[config.mk]
export PLATFORM = sky130hd
export DESIGN_NAME = cau_back
export DESIGN_NICKNAME = d
export VERILOG_FILES = /design/src/sv/complex_arithmetic_unit_core_macros.svh /design/src/sv/cau_pkg.sv /design/src/sv/cau_back.sv
export SDC_FILE = /design/constraint.sdc
export NUM_CORES = 1
export LEC_CHECK = 0
export BUFFER_PORTS_ARGS = -buffer_cell sky130_fd_sc_hd__buf_4
export CAP_MARGIN = 15
export CORE_AREA = 2 2 180 182
export DETAILED_ROUTE_END_ITERATION = 10
export DIE_AREA = 0 0 182 184
export PLACE_DENSITY_LB_ADDON = 0.2
export SYNTH_ARGS = -nofsm -noshare
export SYNTH_HDL_FRONTEND = slang
export SYNTH_SLANG_ARGS = --single-unit
[constraint.sdc]
create_clock -name clk -period 8.2 [get_ports clk]
set_input_delay 2.05 -clock clk [delete_from_list [all_inputs] [get_ports clk]]
set_output_delay 2.05 -clock clk [all_outputs]
set_load 0.05 [all_outputs]
[src/sv/complex_arithmetic_unit_core_macros.svh]
// Assertion macros shared by the complex arithmetic unit RTL
`ifndef COMPLEX_ARITHMETIC_UNIT_CORE_MACROS_SVH
`define COMPLEX_ARITHMETIC_UNIT_CORE_MACROS_SVH

// antecedent implies consequent on the same edge
`define CAU_ASSERT_IMPL(label, ante, cons) \
  label: assert property (@(posedge clk) disable iff (!rst_n) (ante) |-> (cons)) \
    else $error("cau assertion failed");

// expression must never hold
`define CAU_ASSERT_NEVER(label, expr) \
  label: assert property (@(posedge clk) disable iff (!rst_n) !(expr)) \
    else $error("cau assertion failed");

`endif

[src/sv/cau_pkg.sv]
// Types, widths and helper functions for the complex arithmetic unit
package cau_pkg;

  localparam int WORD_BITS = 32;
  localparam int FRAC_BITS = 16;
  localparam int PW        = 2 * WORD_BITS;          // product width
  localparam int XW        = PW + 1;                 // widened sum width
  localparam int SW        = WORD_BITS + 1;          // add/sub width
  localparam int NW        = PW + FRAC_BITS;         // scaled dividend width
  localparam int TW        = NW - WORD_BITS;         // dividend head width
  localparam int LATENCY   = WORD_BITS + 5;          // accept edge to result sample edge

  typedef enum logic [2:0] {
    OP_ADD  = 3'd0,
    OP_SUB  = 3'd1,
    OP_MUL  = 3'd2,
    OP_DIV  = 3'd3,
    OP_CONJ = 3'd4,
    OP_EQ   = 3'd5
  } op_t;

  typedef struct packed {
    logic [PW-1:0]        rem;
    logic [WORD_BITS-1:0] quo;
    logic [WORD_BITS-1:0] num;
    logic                 neg;
    logic                 big;
  } lane_t;

  typedef struct packed {
    logic                 vld;
    logic                 is_div;
    logic                 dz;
    lane_t                re;
    lane_t                im;
    logic [PW-1:0]        den;
    logic [WORD_BITS-1:0] res_re;
    logic [WORD_BITS-1:0] res_im;
    logic                 eq;
    logic                 ov;
  } flow_t;

  typedef struct packed {
    logic [WORD_BITS-1:0] val;
    logic                 ov;
  } fit_t;

  localparam logic [WORD_BITS-1:0] SAT_MAX = {1'b0, {(WORD_BITS-1){1'b1}}};
  localparam logic [WORD_BITS-1:0] SAT_MIN = {1'b1, {(WORD_BITS-1){1'b0}}};

  function automatic fit_t sat_fit(input logic signed [XW-1:0] v);
    fit_t                     r;
    logic [XW-WORD_BITS:0]    head;
    head = v[XW-1:WORD_BITS-1];
    if (head == '0 || head == '1) begin
      r.val = v[WORD_BITS-1:0];
      r.ov  = 1'b0;
    end else begin
      r.val = v[XW-1] ? SAT_MIN : SAT_MAX;
      r.ov  = 1'b1;
    end
    return r;
  endfunction

  // one restoring division step: bring in the next dividend bit
  function automatic lane_t step_lane(input lane_t l, input logic [PW-1:0] den);
    lane_t       r;
    logic [PW:0] t;
    logic [PW:0] diff;
    logic        qb;
    r    = l;
    t    = {l.rem, l.num[WORD_BITS-1]};
    diff = t - {1'b0, den};
    qb   = (t >= {1'b0, den});
    r.rem = qb ? diff[PW-1:0] : t[PW-1:0];
    r.num = {l.num[WORD_BITS-2:0], 1'b0};
    r.quo = {l.quo[WORD_BITS-2:0], qb};
    return r;
  endfunction

  function automatic fit_t fit_quo(input lane_t l);
    fit_t r;
    r.ov  = 1'b0;
    r.val = l.quo;
    if (l.big) begin
      r.ov  = 1'b1;
      r.val = l.neg ? SAT_MIN : SAT_MAX;
    end else if (l.neg) begin
      if (l.quo > SAT_MIN) begin
        r.ov  = 1'b1;
        r.val = SAT_MIN;
      end else begin
        r.val = '0 - l.quo;
      end
    end else if (l.quo[WORD_BITS-1]) begin
      r.ov  = 1'b1;
      r.val = SAT_MAX;
    end
    return r;
  endfunction

endpackage

[src/sv/cau_back.sv]
// Output stage: quotient sign and saturation, result register
module cau_back (
  input  logic                                 clk,
  input  logic                                 rst_n,
  input  cau_pkg::flow_t                       flow_i,
  output logic                                 out_valid,
  output logic signed [cau_pkg::WORD_BITS-1:0] out_res_re,
  output logic signed [cau_pkg::WORD_BITS-1:0] out_res_im,
  output logic                                 out_is_equal,
  output logic                                 out_div_zero,
  output logic                                 out_overflowed
);

  logic                           vld_r;
  logic [cau_pkg::WORD_BITS-1:0]  re_r, im_r, re_nxt, im_nxt;
  logic                           eq_r, dz_r, ov_r, ov_nxt;

  always_comb begin
    cau_pkg::fit_t qr, qi;
    qr = cau_pkg::fit_quo(flow_i.re);
    qi = cau_pkg::fit_quo(flow_i.im);
    if (flow_i.is_div) begin
      re_nxt = qr.val;
      im_nxt = qi.val;
      ov_nxt = qr.ov | qi.ov;
    end else begin
      re_nxt = flow_i.res_re;
      im_nxt = flow_i.res_im;
      ov_nxt = flow_i.ov;
    end
  end

  always_ff @(posedge clk) begin
    if (!rst_n) begin
      vld_r <= 1'b0;
    end else begin
      vld_r <= flow_i.vld;
    end
  end

  always_ff @(posedge clk) begin
    re_r <= re_nxt;
    im_r <= im_nxt;
    eq_r <= flow_i.eq;
    dz_r <= flow_i.dz;
    ov_r <= ov_nxt;
  end

  assign out_valid      = vld_r;
  assign out_res_re     = re_r;
  assign out_res_im     = im_r;
  assign out_is_equal   = eq_r;
  assign out_div_zero   = dz_r;
  assign out_overflowed = ov_r;

endmodule

==> run summary, run 1 <==
Outcome = completed
Port Buffers = 206
Crit path max fanout = 13
Syn Std Cell Area = 4340 um^2
Synth async-reset ratio = 0%
DRT iter0 DRCs = 392
Total of warnings raised by yosys = 0
Final worst-path cycle share = 58.02%
PD cells = 171.6 nW/um^2
Row count = 65
Finished Layout Cells = 1202
Fillers = 3571
Initial Util = 13.83%
Number of global-route vias before repair = 5290
CTS Sinks = 68
CTS resizes = 0
Crit path launch type = primary input
Cells after Synth = 603
Hold_buf cts = 0
Final Core Density = 21.04%
Setup CP Type = in2reg
Arr. time, crit path = 4.98 ns
Inserted Clock Buffers = 9
Post-synth EDFFs = 0
Layout cells sized above 1 = 31.00%
Post-route setup TNS = 0 ns
Hold Vio Cnt, Final = 0
RSZ-0062 raised after global routing = no
Routed WL = 23.97 mm
Final Wtd Congestion = 0.8029
N_diodes = 0
Worst path cell trace = buf_4 > nor4_2 > nand4_2 > o41a_4 > nor2_2 > o21ai_0 > a221oi_1
Max_cap viols = 0
Top FF cell, synth = dfxtp_1
Worst slew margin relative to its limit = 38.96%
Slew Limit Fails = 0
Drt first pass iters = 5
Initial antenna violation count = 0
Placed Cells = 1186
Slowest CP cell = nor4_2
Syn Nets = 1000
Leakage = 2.598 nW
Clk pin slew, worst setup/hold paths = 0.06 ns
Synthesized flop and latch total = 68
Most frequent cells in the layout = 214 x buf_4, 118 x nor2_1, 68 x dfxtp_1
Grt total ovfl = 0
Vias/cell = 4.436
CORE AREA = 31390 um^2
CTS tree = done
Footprint of the multi-input gates = 2789 um^2
Commonest non-fill, non-tap cell in the layout = buf_4
Largest net degree at the start of global routing = 55
Fin crit period = 4.758 ns
Post-CTS setup buffers = 0
CP endpoint kind = register
Tot GR Track Use = 14.23%
Setup-failing EPs final = 0
Clock Tree Buf Depth = 2
Io pins = 463
Post-DP HPWL = 18.55 mm
Post-DRT Antenna Nets = 0
CP delay by family, top = simple AND/OR/NAND/NOR gates
Area Overhead vs Synth = 52.18%
Fin nets = 1192
Synth Area per Inst = 7.198 um^2
Wire length of the first global-routing pass = 35.29 mm
Die Area = 33490 um^2
Die W = 182 um
Worst path max stage delay = 0.72 ns
Number of H-tree levels = 3
Root buf cell = clkbuf_16
CP bufs+invs = 1
Max Freq = 210.2 MHz
Post-route DRC = 0
VDD IR max = 86.36 uV
Die height = 184 um
Critical Path RT = 8.43 ns
Distinct cell type count after synthesis = 65
Total power = 0.001133 W
Seq/Total Area, Yosys = 31.36%
Wire per inst = 19.94 um
Tightest Pin Transition = 0.9060 ns
FF/Latch Area = 1361 um^2
Total number of vias = 5332
Worst min-delay path class = in2reg
[sequential cells by signal (all words and copies together), names as in the netlist]
register	flops
out_is_equal	1
out_div_zero	1
out_res_im	32
out_res_re	32
out_valid	1
out_overflowed	1
[per-layer routing]
| layer | routed length [um] | track usage [%] | share of wire (%) | vias up |
|---|---|---|---|---|
| met1 | 10430 | 17.97 | 44 | 2451 |
| met4 | 203 | 2.516 | 0.85 | 0 |
| met5 | 0 | 0 | 0 | - |
| met2 | 10450 | 22.15 | 44 | 252 |
| li1 | - | - | - | 2615 |
| met3 | 2886 | 6.874 | 12 | 14 |
[stage by stage]
stage	setup WS (ns)	cell area (um^2)	hold slack (ns)
2_1_floorplan	4.109	4340	2.078
3_3_place_gp	3.080	6320	2.157
3_5_place_dp	3.068	6320	2.156
4_1_cts	3.448	6605	1.783
5_1_grt	3.273	6605	1.786
6_report	3.442	6605	1.796
[worst paths after layout]
path / end / cells past startpoint / start / slack [ns]
setup / recovery: out_res_im[11]$_DFF_P_ / 7 / flow_i[178] / 3.44
hold / removal: out_is_equal$_DFF_P_ / 1 / flow_i[1] / 1.80
[cells by family after synthesis]
logic type	share of synthesized area (%)
and+or+nand+nor	31.48
AOI/OAI and AO/OA	27.79
DFF	31.36
buffers and inverters	4.381
xor gates and xnor gates	3.430
muxes	0.9801
adders and majority gates	0.5764
[cells in the mapped netlist (all sizes together) (6+ instances only)]
master    n  area (um^2)
xnor2    12        105.1
inv      15        56.30
a211oi   10        75.07
nand4     7        50.05
nor4     22        150.1
or4      13        108.9
nand3    16        80.08
o21ai    55        275.3
a21boi    6        45.04
nand2    27        101.4
clkbuf   29        108.9
or3      12        75.07
a21oi    57        292.8
nor2    120        460.4
a31oi    14        87.58
dfxtp    68         1361
nor3     29        145.1
[layout make-up]
class                      count  share of cell area (%)
timing repair buffer         214                   24.32
inverter                      16                  0.9093
clock buffer                  11                   3.523
sequential                    68                   20.61
tap                          402                   7.615
multi-input combinational    486                   42.22
clock inverter                 5                  0.7956
[power by group]
group / leakage (nW) / total [W] / switching [W] / internal, W
clock: 0.139 / 0.000405 / 0.000170 / 0.000235
combinational: 1.89 / 0.000356 / 0.000235 / 0.000121
sequential: 0.573 / 0.000372 / 0.0000108 / 0.000361
total: 2.60 / 0.00113 / 0.000416 / 0.000717
Note: power is estimated with default switching activity, not from simulation.
==> inputs of run 2 (changes only) <==
==> constraint.sdc (replaced) <==
create_clock -name clk -period 4.2 [get_ports clk]
set_input_delay 1.05 -clock clk [delete_from_list [all_inputs] [get_ports clk]]
set_output_delay 1.05 -clock clk [all_outputs]
set_load 0.05 [all_outputs]
==> run 2 against run 1 <==
- clock power grew 120%
- die area is the same
- critical path depth grew 3
- critical endpoint is now out_res_re[11]$_DFF_P_
- largest cell class unchanged
- power grew 100%
- via count grew 1.4%
- critical path type unchanged
==> run summary, run 2 (synthesis gave the netlist of run 1 again) <==
Row count = 65
Critical Path RT = 4.44 ns
Initial antenna violation count = 1
Clock Tree Buf Depth = 2
Inserted Clock Buffers = 9
Tot GR Track Use = 14.18%
Vias/cell = 4.451
Fin crit period = 3.431 ns
CTS resizes = 0
PD cells = 343.2 nW/um^2
Cell mode on critical path = buf_4
Io pins = 463
Worst Hold End = out_div_zero$_DFF_P_
Psw = 0.0008152 W
Switching part of the total = 35.20%
Final worst-path cycle share = 81.68%
Hold path startpoint = flow_i[390]
Outcome = completed
Grt total ovfl = 0
Wire length of the first global-routing pass = 35.05 mm
Fin worst setup slack = 0.7693 ns
Hold Vio Cnt, Final = 0
Post-DRT Antenna Nets = 0
Combinational share of power = 30.2%
Slowest CP cell = nor4_1
Drt first pass iters = 5
Fin nets = 1204
Worst path cell trace = buf_4 > inv_1 > ha_1 > or3b_2 > nor4_1 > nand3_1 > buf_4 > nand2_1 > o21ai_0 > a221oi_1
Final Core Density = 21.49%
Arr. time, crit path = 3.67 ns
Post-DP Area = 6410 um^2
CP endpoint kind = register
Finished Layout Cells = 1214
VDD IR max = 190.4 uV
Number of global-route vias before repair = 5411
DRT iter0 DRCs = 367
Wire per inst = 19.71 um
Pint = 0.001501 W
Worst Hold Depth = 1
Layout cells sized above 1 = 32.27%
Tightest Pin Transition = 0.9479 ns
Die height = 184 um
Crit path max fanout = 10
Most frequent cells in the layout = 226 x buf_4, 118 x nor2_1, 68 x dfxtp_1
Port Buffers = 206
Crit path launch type = primary input
Placed Cells = 1198
Die W = 182 um
Max Freq = 291.5 MHz
Slew Limit Fails = 0
Root buf cell = clkbuf_16
Setup CP Type = in2reg
Clk pwr share = 38.5%
Post-route DRC = 0
Die Area = 33490 um^2
Initial Util = 13.83%
RSZ-0062 raised after global routing = no
Routed WL = 23.93 mm
Final Wtd Congestion = 0.8184
Cell area after layout = 6746 um^2
Leakage = 2.679 nW
CORE AREA = 31390 um^2
Post-DP HPWL = 18.88 mm
Clk pin slew, worst setup/hold paths = 0.07 ns
Total number of vias = 5404
Number of H-tree levels = 3
Commonest non-fill, non-tap cell in the layout = buf_4
Max_cap viols = 0
Place WS = 0.4156 ns
Worst min-delay path class = in2reg
Post-route setup TNS = 0 ns
Worst path max stage delay = 0.54 ns
Power share of the sequential group = 31.4%
Hold_buf cts = 0
Worst slew margin relative to its limit = 36.24%
CTS tree = done
Largest net degree at the start of global routing = 39
Post-CTS setup buffers = 0
CTS Sinks = 68
N_diodes = 0
Area Overhead vs Synth = 55.43%
Setup-failing EPs final = 0
-- run 2: cell types whose count changed in the layout (fill, tap and decap cells not counted) --
cell	change
buf_4	+12
bufinv_16	+1
clkbuf_1	-2
clkbuf_8	+2
clkinv_2	-3
clkinv_4	+1
clkinvlp_4	+1
-- run 2: worst max-delay path by stage --
stage	startpoint	to	slack [ns]
floorplan	flow_i[190]	out_res_im[29]$_DFF_P_	1.11
finish	flow_i[294]	out_res_re[11]$_DFF_P_	0.77
CTS	flow_i[190]	out_res_im[11]$_DFF_P_	0.79
global placement	flow_i[190]	out_res_im[11]$_DFF_P_	0.43
detailed placement	flow_i[190]	out_res_im[11]$_DFF_P_	0.42
global route	flow_i[294]	out_res_re[11]$_DFF_P_	0.56
-- run 2: routing by layer --
| metal | vias up | routed length, um | GRT usage (%) |
|---|---|---|---|
| met5 | - | 16 | 0 |
| met4 | 2 | 259 | 3.129 |
| met3 | 17 | 3024 | 7.647 |
| met2 | 246 | 10330 | 21.95 |
| met1 | 2496 | 10300 | 17.29 |
| li1 | 2643 | - | - |
-- run 2: area by class of cell --
cell class                      instances  area (um^2)
Inverter                               16        60.06
Clock inverter                          5        83.83
Sequential cell                        68         1361
Timing Repair Buffer                  226         1697
Clock buffer                           11        252.7
Multi-Input combinational cell        486         2789
Tap cell                              402        503.0
Fill cell                            3575        24650
-- run 2: worst max-delay path: cells and delay by family --
family,cells,cell delay [ns]
compound gates,2,0.40
fa+ha+maj,1,0.20
buf+inv,3,0.47
simple gates,4,1.55
-- run 2: stage by stage --
step / total power [W] / hold WS, ns
after floorplan: 0.001111 / 1.078
after global placement: 0.001449 / 1.157
after detailed placement: 0.001445 / 1.157
after CTS: 0.002367 / 0.7722
after global routing: 0.002431 / 0.7782
final: 0.002316 / 0.7897
-- run 2: power by group through the flow --
stage	combinational (W)	clock (W)	sequential [W]
6_report	0.000699	0.000891	0.000726
5_1_grt	0.000752	0.000948	0.000732
4_1_cts	0.000709	0.000931	0.000727
3_5_place_dp	0.000707	0	0.000739
3_3_place_gp	0.000709	0	0.000740
2_1_floorplan	0.000164	0	0.000947
