===== config.mk =====
export PLATFORM = sky130hd
export DESIGN_NAME = cau_div_step
export DESIGN_NICKNAME = d
export VERILOG_FILES = /design/src/sv/complex_arithmetic_unit_core_macros.svh /design/src/sv/cau_pkg.sv /design/src/sv/cau_div_step.sv
export SDC_FILE = /design/constraint.sdc
export NUM_CORES = 1
export LEC_CHECK = 0
export BUFFER_PORTS_ARGS = -buffer_cell sky130_fd_sc_hd__buf_2
export CELL_PAD_IN_SITES_DETAIL_PLACEMENT = 0
export CELL_PAD_IN_SITES_GLOBAL_PLACEMENT = 1
export CORE_AREA = 2 2 302 304
export CTS_CLUSTER_SIZE = 25
export DETAILED_ROUTE_END_ITERATION = 8
export DIE_AREA = 0 0 304 306
export PLACE_DENSITY_LB_ADDON = 0.1
export SLEW_MARGIN = 20
export SYNTH_ARGS = -nofsm -noshare
export SYNTH_HDL_FRONTEND = slang
export SYNTH_SLANG_ARGS = --single-unit

===== constraint.sdc =====
create_clock -name clk -period 7.55 [get_ports clk]
set_input_delay 1.51 -clock clk [delete_from_list [all_inputs] [get_ports clk]]
set_output_delay 1.51 -clock clk [all_outputs]
set_load 0.02 [all_outputs]

===== src/sv/complex_arithmetic_unit_core_macros.svh =====
// Assertion macros shared by the complex arithmetic unit RTL
`ifndef COMPLEX_ARITHMETIC_UNIT_CORE_MACROS_SVH
`define COMPLEX_ARITHMETIC_UNIT_CORE_MACROS_SVH

// antecedent implies consequent on the same edge
`define CAU_ASSERT_IMPL(label, ante, cons) \
  label: assert property (@(posedge clk) disable iff (!rst_n) (ante) |-> (cons)) \
    else $error("cau assertion failed");

// expression must never hold
`define CAU_ASSERT_NEVER(label, expr) \
  label: assert property (@(posedge clk) disable iff (!rst_n) !(expr)) \
    else $error("cau assertion failed");

`endif


===== src/sv/cau_pkg.sv =====
// Types, widths and helper functions for the complex arithmetic unit
package cau_pkg;

  localparam int WORD_BITS = 32;
  localparam int FRAC_BITS = 16;
  localparam int PW        = 2 * WORD_BITS;          // product width
  localparam int XW        = PW + 1;                 // widened sum width
  localparam int SW        = WORD_BITS + 1;          // add/sub width
  localparam int NW        = PW + FRAC_BITS;         // scaled dividend width
  localparam int TW        = NW - WORD_BITS;         // dividend head width
  localparam int LATENCY   = WORD_BITS + 5;          // accept edge to result sample edge

  typedef enum logic [2:0] {
    OP_ADD  = 3'd0,
    OP_SUB  = 3'd1,
    OP_MUL  = 3'd2,
    OP_DIV  = 3'd3,
    OP_CONJ = 3'd4,
    OP_EQ   = 3'd5
  } op_t;

  typedef struct packed {
    logic [PW-1:0]        rem;
    logic [WORD_BITS-1:0] quo;
    logic [WORD_BITS-1:0] num;
    logic                 neg;
    logic                 big;
  } lane_t;

  typedef struct packed {
    logic                 vld;
    logic                 is_div;
    logic                 dz;
    lane_t                re;
    lane_t                im;
    logic [PW-1:0]        den;
    logic [WORD_BITS-1:0] res_re;
    logic [WORD_BITS-1:0] res_im;
    logic                 eq;
    logic                 ov;
  } flow_t;

  typedef struct packed {
    logic [WORD_BITS-1:0] val;
    logic                 ov;
  } fit_t;

  localparam logic [WORD_BITS-1:0] SAT_MAX = {1'b0, {(WORD_BITS-1){1'b1}}};
  localparam logic [WORD_BITS-1:0] SAT_MIN = {1'b1, {(WORD_BITS-1){1'b0}}};

  function automatic fit_t sat_fit(input logic signed [XW-1:0] v);
    fit_t                     r;
    logic [XW-WORD_BITS:0]    head;
    head = v[XW-1:WORD_BITS-1];
    if (head == '0 || head == '1) begin
      r.val = v[WORD_BITS-1:0];
      r.ov  = 1'b0;
    end else begin
      r.val = v[XW-1] ? SAT_MIN : SAT_MAX;
      r.ov  = 1'b1;
    end
    return r;
  endfunction

  // one restoring division step: bring in the next dividend bit
  function automatic lane_t step_lane(input lane_t l, input logic [PW-1:0] den);
    lane_t       r;
    logic [PW:0] t;
    logic [PW:0] diff;
    logic        qb;
    r    = l;
    t    = {l.rem, l.num[WORD_BITS-1]};
    diff = t - {1'b0, den};
    qb   = (t >= {1'b0, den});
    r.rem = qb ? diff[PW-1:0] : t[PW-1:0];
    r.num = {l.num[WORD_BITS-2:0], 1'b0};
    r.quo = {l.quo[WORD_BITS-2:0], qb};
    return r;
  endfunction

  function automatic fit_t fit_quo(input lane_t l);
    fit_t r;
    r.ov  = 1'b0;
    r.val = l.quo;
    if (l.big) begin
      r.ov  = 1'b1;
      r.val = l.neg ? SAT_MIN : SAT_MAX;
    end else if (l.neg) begin
      if (l.quo > SAT_MIN) begin
        r.ov  = 1'b1;
        r.val = SAT_MIN;
      end else begin
        r.val = '0 - l.quo;
      end
    end else if (l.quo[WORD_BITS-1]) begin
      r.ov  = 1'b1;
      r.val = SAT_MAX;
    end
    return r;
  endfunction

endpackage


===== src/sv/cau_div_step.sv =====
// One registered restoring division step for both quotient parts
module cau_div_step (
  input  logic           clk,
  input  logic           rst_n,
  input  cau_pkg::flow_t flow_i,
  output cau_pkg::flow_t flow_o
);

  logic           vld_r;
  cau_pkg::flow_t flow_r, flow_nxt;

  always_comb begin
    flow_nxt    = flow_i;
    flow_nxt.re = cau_pkg::step_lane(flow_i.re, flow_i.den);
    flow_nxt.im = cau_pkg::step_lane(flow_i.im, flow_i.den);
  end

  always_ff @(posedge clk) begin
    if (!rst_n) begin
      vld_r <= 1'b0;
    end else begin
      vld_r <= flow_nxt.vld;
    end
  end

  always_ff @(posedge clk) begin
    flow_r <= flow_nxt;
  end

  // the valid bit comes from its own reset register
  always_comb begin
    flow_o     = flow_r;
    flow_o.vld = vld_r;
  end

endmodule


==> flow_summary_export.csv, run 1 <==
group,metric,value,unit
drt,wl_per_cell,25.0,um
cts,htree_num_levels,2,
synthesis,syn_area,17500,um^2
drt,wl,97.7,mm
drt,drc,0,
cts,clk_pin_slew,0.06,ns
cells_and_area,nNetsFinal,3206,
floorplanning,die_h,306,um
cts,cts_made_buffers,51,
timing,slew_viol_final,0,
cts,cts_tree,"yes",
pwr,p_sw_frac,0.339,
cts,cts_setup_buffers,0,
timing,tightest_slew,0.873,ns
pwr,internal-power,4380,uW
timing,setup_viol,0,
floorplanning,start_util,0.196,
timing,finalSetupTns,0,ns
synthesis,synth-edff-count,0,
setup_path,critPathKind,"in -> reg",
timing,hold_violations,0,
floorplanning,ios,788,
placement,place.gp.congestion,0.886,
timing,min_period,5.13,ns
floorplanning,design.core.area,89600,um^2
setup_path,cp_cell_sequence,"buf_2 -> inv_1 -> ha_1 -> and4_1 -> o21ai_1 -> a21oi_1 -> o21a_1 -> a21oi_2 -> o41ai_4 -> a31oi_1 -> o21ai_4 -> buf_4 -> mux2_2",
drt,drtAntennaViolNets,0,
cts,cts_root_buffer,"clkbuf_16",
setup_path,crit_path_max_fanout,40,
pwr,seq_power_share,0.356,
timing,rsz0062_at_grt,"no",
pwr,power_density,272,nW/um^2
global_route,track_usage,0.203,
global_route,antenna_found_initial,23,
setup_path,critPathTopFamily,"compound AO/OA/AOI/OAI gates",
drt,viasPerCell,4.46,
cts,post_cts_resized,0,
setup_path,worstPathRequired,8.06,ns
setup_path,end_kind,"register",
floorplanning,rows,110,
run_status,outcome,"complete, no violations",
synthesis,synthArstFlopShare,0,
worst_hold_path,timing.hold.worst.class,"in -> reg",
cts,clock_sinks,391,
cts,hold_buffers,0,
cells_and_area,area_growth_syn_to_layout,38.8,%
placement,dp.cells,3804,
placement,dp_hpwl,83.8,mm
synthesis,ys_seq_area_frac,0.446,
setup_path,path_buf_inv,3,
pwr,p_clk_frac,0.385,
synthesis,syn_avg_cell_area,9.14,um^2
setup_path,worst_path_max_delay_cell,"o21ai_4",
global_route,grt_pass1_vias,17900,
global_route,grt_pass1_wl,136,mm
pwr,p_sw,2250,uW
cts,clockBufferDepth,3,
cells_and_area,fin_cells,3902,
pwr,pwr-share-comb,0.259,
setup_path,slowest_delay,0.74,ns
placement,port_buffers,783,
synthesis,synth_ff_type,"dfxtp_1",
global_route,grt_max_degree,84,
global_route,overflow,0,
synthesis,synth_cell_types,85,
pwr,vdd_ir_drop_max,0.146,mV
floorplanning,dieArea,93000,um^2
synthesis,yosysWarnings,0,
drt,drt_pass1_iterations,7,
drt,drt_iter0_drc,1152,
pwr,leakage,0.0114,uW
timing,finalCritPeriodShare,0.680,
floorplanning,die_x,304,um
drt,via_count,17400,
cells_and_area,final_area,24300,um^2
placement,dpl_cell_area,22600,um^2
setup_path,start_kind,"input pin",
cells_and_area,layout-drive-gt1-share,0.336,
setup_path,crit_arrival,5.64,ns
synthesis,ys_ff_latch,391,
synthesis,syn_inst,1920,
job,maxCapViolCount,0,
timing,slew-limit-headroom,0.416,
timing,max_freq,195,MHz
logic make-up after synthesis:
kind of cell               count (synthesis)  synth area share
xor gates and xnor gates                 118            0.0589
DFF                                      391             0.446
muxes                                     35            0.0224
adders and majority gates                130            0.0936
AOI/OAI and AO/OA                        566             0.202
buffers and inverters                    174            0.0437
other                                      1          0.000214
and+or+nand+nor                          505             0.133
flip-flops by register name, summed over array words and instances (netlist names):
register and cells:
flow_o 390, vld_r 1
cells in the mapped netlist, types with 4 or more instances:
cell       count  area share
a2111oi_0      4      0.0020
nand2b_1      16      0.0057
o211ai_1      12      0.0051
or3_1          9      0.0032
inv_1         92       0.020
a21oi_2        5      0.0025
nand2_1      131       0.028
a211o_1        4      0.0020
dfxtp_1      391        0.45
nand3_1       33      0.0094
buf_4         11      0.0047
a21boi_0       8      0.0034
a21oi_1      241       0.069
a31oi_1       18      0.0064
clkbuf_1      28      0.0060
and2_1        10      0.0036
a211oi_1      14      0.0060
or2_2          4      0.0014
ha_1         128       0.091
o21ai_1       15      0.0043
nand3b_1       4      0.0017
a21o_1        52       0.022
xnor2_1       63       0.031
nor3_1        28      0.0080
nand4_1       39       0.014
o21a_1        14      0.0060
mux2_2        12      0.0077
nor4_1         8      0.0029
and3_1        14      0.0050
o21ai_0       84       0.024
nor2b_1       11      0.0039
a41oi_1        6      0.0030
nor2_1       184       0.039
o21bai_1      30       0.013
a31o_2         4      0.0020
buf_2         37       0.011
o31ai_1       11      0.0047
xor2_1        55       0.027
mux2_1        22       0.014
metrics by stage:
stage	total power [uW]	setup WS (ns)	util	hold WS, ns
2_1_floorplan	3410	3.49	-	1.54
3_3_place_gp	4150	1.74	0.252	1.61
3_5_place_dp	4140	1.69	0.252	1.61
4_1_cts	6760	2.38	0.272	0.910
5_1_grt	6970	2.14	0.272	0.931
6_report	6630	2.42	0.272	0.974
cell usage in the layout (no fill, tap or decap), types with 22 or more instances in the layout:
master,synthesis,final
buf_2,37,783
dfxtp_1,391,391
a21oi_1,241,241
nor2_1,184,184
nand2_1,131,131
ha_1,128,128
inv_1,92,92
o21ai_0,84,84
xnor2_1,63,63
xor2_1,55,55
a21o_1,52,52
clkbuf_16,0,52
nand4_1,39,39
nand3_1,33,33
o21bai_1,30,30
nor3_1,28,28
mux2_1,22,22
path summary, 6_finish.rpt:
check / depth (start not counted) / end / start / slack [ns]
worst min-delay path: 1 / flow_o[40] / flow_i[40] / 0.97
worst max-delay path: 13 / flow_o[257] / flow_i[71] / 2.42
final cells by class:
class                   instances  area, um^2
diodes                          2        5.00
clock buffers                  71        1450
clock inverters                25         304
fillers                      9815       65300
inverters                      93         349
multi-input cells            1356        8960
flip-flops and latches        391        7830
well taps                    1176        1470
repair buffers                788        3970
layer usage:
metal,global-route usage,vias to the layer above,part of all wire
li1,-,8315,-
met1,0.233,8368,0.40
met5,0,-,0.0012
met3,0.0449,101,0.056
met2,0.382,598,0.52
met4,0.0413,16,0.017
power by group through the flow:
stage               Clock [uW]  Combinational [uW]  Sequential (uW)
global placement             0                1740             2410
finish                    2550                1710             2360
detailed placement           0                1730             2410
global route              2730                1860             2380
floorplan                    0                 728             2690
CTS                       2650                1740             2370
(Power assumes the default switching activity.)
==> run 2, diff against run 1 <==
Clock period 7.55 ns to 5.26 ns, I/O delays scaled along.
==> flow_summary_export.csv, run 2 (same netlist as run 1, synthesis figures left out) <==
group,metric,value,unit
cells_and_area,nNetsFinal,3221,
floorplanning,start_util,0.196,
placement,dp.cells,3821,
global_route,track_usage,0.204,
timing,tightest_slew,0.844,ns
pwr,vdd_ir_drop_max,0.210,mV
setup_path,start_kind,"input pin",
timing,min_period,4.06,ns
cts,cts_setup_buffers,0,
setup_path,worstPathRequired,5.76,ns
setup_path,crit_path_max_fanout,66,
cells_and_area,layout-drive-gt1-share,0.341,
cts,cts_root_buffer,"clkbuf_16",
floorplanning,die_x,304,um
worst_hold_path,timing.hold.worst.class,"in -> reg",
cells_and_area,fin_cells,3923,
pwr,leakage,0.0114,uW
job,maxCapViolCount,0,
floorplanning,die_h,306,um
cells_and_area,final_common_cell,"buf_2",
cts,htree_num_levels,2,
floorplanning,ios,788,
floorplanning,design.core.area,89600,um^2
timing,slew_viol_final,0,
placement,place.gp.congestion,0.886,
setup_path,end_kind,"register",
global_route,busiest_layer,"met2",
drt,wl,98.2,mm
setup_path,cp_cell_sequence,"buf_2 -> inv_1 -> ha_1 -> nand3_1 -> o21bai_1 -> a31oi_1 -> o2111a_1 -> o21ai_1 -> nand2_1 -> a21oi_1 -> o31ai_4 -> buf_12 -> mux2_1",
setup_path,critPathKind,"in -> reg",
cells_and_area,area_growth_syn_to_layout,39.3,%
floorplanning,rows,110,
drt,via_count,17300,
timing,finalSetupTns,0,ns
cts,cts_tree,"yes",
global_route,grt_use_met3,0.0599,
timing,setup_viol,0,
cells_and_area,layout_common_cells,"buf_2 (783), dfxtp_1 (391), a21oi_1 (241)",
placement,port_buffers,783,
cts,post_cts_resized,0,
timing,finalCritPeriodShare,0.773,
cts,clk_pin_slew,0.06,ns
cts,clockBufferDepth,3,
timing,slew-limit-headroom,0.423,
global_route,use_met1,0.223,
drt,viasPerCell,4.41,
cts,clock_sinks,391,
drt,drt_pass1_iterations,5,
floorplanning,dieArea,93000,um^2
timing,rsz0062_at_grt,"no",
setup_path,crit_arrival,4.57,ns
global_route,grt_max_degree,67,
cts,cts_made_buffers,49,
timing,max_freq,246,MHz
worst_hold_path,hold_start,"flow_i[4]",
global_route,grt_use_met2,0.363,
run_status,outcome,"complete, no violations",
drt,drc,0,
drt,wl_per_cell,25.0,um
timing,hold_violations,0,
global_route,grt_pass1_vias,18100,
cts,hold_buffers,0,
global_route,antenna_found_initial,31,
global_route,grt_pass1_wl,135,mm
setup_path,worst_path_max_delay_cell,"a31oi_1",
drt,drt_iter0_drc,905,
pwr,power_density,385,nW/um^2
cells_and_area,largest_reg_flops,390,
global_route,overflow,0,
setup_path,crit_start,"flow_i[69]",
placement,dp_hpwl,84.6,mm
drt,drtAntennaViolNets,0,
setup_path,slowest_delay,0.48,ns
## run 2: worst paths after layout
kind | cells past startpoint | slack, ns | to
hold / removal | 1 | 0.52 | flow_o[4]
setup / recovery | 13 | 1.20 | flow_o[329]
## run 2: report_power, final
| part | switching [uW] | internal [uW] |
|---|---|---|
| sequential | 95.9 | 3290 |
| combinational | 1630 | 861 |
| clock | 1500 | 2020 |
## run 2: cell type report
cell class | instances | area, um^2
Fill cell | 9816 | 65200
Multi-Input combinational cell | 1356 | 8960
Sequential cell | 391 | 7830
Timing Repair Buffer | 805 | 4120
Tap cell | 1176 | 1470
Clock buffer | 64 | 1380
Inverter | 93 | 349
Clock inverter | 27 | 287
Antenna cell | 11 | 27.5
## run 2: through the flow
stage / power [uW] / util / setup slack, ns / instance area [um^2] / hold slack [ns]
finish: 9400 / 0.273 / 1.20 / 24400 / 0.517
global route: 9880 / 0.272 / 0.927 / 24400 / 0.465
CTS: 9590 / 0.272 / 1.19 / 24400 / 0.446
detailed placement: 5960 / 0.254 / 0.504 / 22700 / 1.16
global placement: 5980 / 0.254 / 0.540 / 22700 / 1.15
floorplan: 4900 / - / 1.66 / 17500 / 1.08
## run 2: critical path: cells and delay by family
kind                     cells  cell delay (ns)
buffers and inverters        3             0.46
AND/OR/NAND/NOR              2             0.36
AO/OA/AOI/OAI                6             1.85
adder cells (fa/ha/maj)      1             0.36
multiplexers                 1             0.36
## run 2: per-layer routing
metal,share of wire,vias up
li1,-,8364
met1,0.39,8186
met2,0.50,589
met3,0.066,149
met4,0.044,24
met5,0.0032,-
==> run 3, diff against run 2 <==
Clock period 5.26 ns to 4.1 ns, I/O delays scaled along.
==> flow_summary_export.csv, run 3 (same netlist as run 1, synthesis figures left out) <==
group,metric,value,unit
cts,hold_buffers,0,
timing,setup_ws,0.632,ns
floorplanning,ios,788,
timing,finalCritPeriodShare,0.846,
setup_path,path_buf_inv,3,
cells_and_area,final_area,25500,um^2
global_route,overflow,0,
setup_path,worst_path_max_delay_cell,"nor4b_1",
cells_and_area,layout_common_cells,"buf_2 (783), dfxtp_1 (391), a21oi_1 (241)",
timing,setup_viol,0,
floorplanning,start_util,0.196,
pwr,seq_power_share,0.348,
setup_path,crit_path_max_fanout,5,
pwr,pwr-share-comb,0.268,
pwr,leakage,0.0121,uW
setup_path,crit_arrival,3.98,ns
pwr,p_sw_frac,0.332,
placement,port_buffers,783,
cts,cts_setup_buffers,0,
run_status,outcome,"complete, no violations",
cells_and_area,fin_util,0.285,
timing,tightest_slew,0.758,ns
setup_path,end_kind,"register",
timing,finalSetupTns,0,ns
global_route,grt_max_degree,30,
drt,viasPerCell,4.37,
global_route,grt_pass1_vias,18600,
cts,clockBufferDepth,3,
cells_and_area,layout-drive-gt1-share,0.370,
setup_path,cp_cell_sequence,"buf_2 -> ha_1 -> fa_1 -> nand2b_1 -> a21oi_1 -> o22ai_1 -> a21oi_1 -> o21ai_1 -> o21ai_1 -> buf_4 -> a221oi_2 -> buf_4 -> nor4b_1 -> o311a_1 -> a211oi_2",
placement,dp_slack,-0.113,ns
drt,wl,98.1,mm
floorplanning,die_h,306,um
cts,post_cts_resized,0,
cts,cts_made_buffers,50,
setup_path,critPathKind,"in -> reg",
timing,rsz0062_at_grt,"no",
setup_path,critPathTopFamily,"compound AO/OA/AOI/OAI gates",
global_route,track_usage,0.203,
floorplanning,die_x,304,um
cts,cts_tree,"yes",
cells_and_area,final_common_cell,"buf_2",
placement,dpl_cell_area,23700,um^2
job,maxCapViolCount,0,
setup_path,start_kind,"input pin",
placement,place.gp.congestion,0.883,
setup_path,crit_start,"flow_i[66]",
setup_path,worstPathRequired,4.61,ns
cts,clock_sinks,391,
cells_and_area,largest_reg_flops,390,
setup_path,slowest_delay,0.51,ns
cts,htree_num_levels,2,
cts,clk_pin_slew,0.06,ns
drt,drt_pass1_iterations,5,
cells_and_area,nNetsFinal,3347,
drt,via_count,17700,
pwr,p_clk_frac,0.384,
pwr,power_density,490,nW/um^2
global_route,grt_pass1_wl,136,mm
placement,dp_hpwl,85.1,mm
drt,wl_per_cell,24.2,um
timing,hold_violations,0,
pwr,p_sw,4150,uW
drt,drc,0,
timing,min_period,3.47,ns
global_route,antenna_found_initial,37,
cells_and_area,final.fill_count,9753,
pwr,internal-power,8340,uW
drt,drt_iter0_drc,882,
cells_and_area,area_growth_syn_to_layout,45.4,%
timing,slew_viol_final,0,
pwr,totalPowerFinal,12500,uW
setup_path,cp.depth,15,
floorplanning,dieArea,93000,um^2
setup_path,worstSetupEndpoint,"flow_o[258]",
floorplanning,design.core.area,89600,um^2
timing,slew-limit-headroom,0.482,
cts,cts_root_buffer,"clkbuf_16",
pwr,vdd_ir_drop_max,0.320,mV
timing,max_freq,288,MHz
drt,drtAntennaViolNets,0,
floorplanning,rows,110,
worst_hold_path,timing.hold.worst.class,"in -> reg",
## run 3: area by class of cell
class                   count  area, um^2  area share
multi-input cells        1356        8960       0.351
flip-flops and latches    391        7830       0.307
repair buffers            930        5060       0.198
well taps                1176        1470      0.0577
clock buffers              65        1400      0.0548
clock inverters            28         415      0.0163
inverters                  93         349      0.0137
diodes                      7        17.5    0.000687
## run 3: per-stage QoR
step	hold slack, ns	instances
2_1_floorplan	0.848	1921
3_3_place_gp	0.922	3946
3_5_place_dp	0.924	3946
4_1_cts	0.217	4039
5_1_grt	0.233	4041
6_report	0.286	4046
## run 3: layer usage
metal,global-route usage,up-vias,wire [um]
met3,0.0595,147,6440
met4,0.0749,36,3370
met1,0.221,8299,38300
li1,-,8599,-
met2,0.370,581,49700
met5,0.0119,-,271
## run 3: worst min-delay path by stage
| stage | to | start | cells past startpoint | slack, ns |
|---|---|---|---|---|
| after global routing | flow_o[158] | flow_i[157] | 1 | 0.23 |
| final | flow_o[167] | flow_i[166] | 1 | 0.29 |
| after CTS | flow_o[158] | flow_i[157] | 1 | 0.22 |
| after floorplan | flow_o[0] | flow_i[0] | 0 | 0.85 |
| after detailed placement | flow_o[144] | flow_i[143] | 1 | 0.92 |
| after global placement | flow_o[40] | flow_i[40] | 1 | 0.92 |
## run 3: power groups by stage
stage / registers, uW / clock network [uW] / logic (uW)
after CTS: 4360 / 4980 / 3400
after global routing: 4390 / 5120 / 3610
final: 4350 / 4790 / 3350
after floorplan: 4940 / 0 / 1340
after detailed placement: 4430 / 0 / 3380
after global placement: 4440 / 0 / 3400
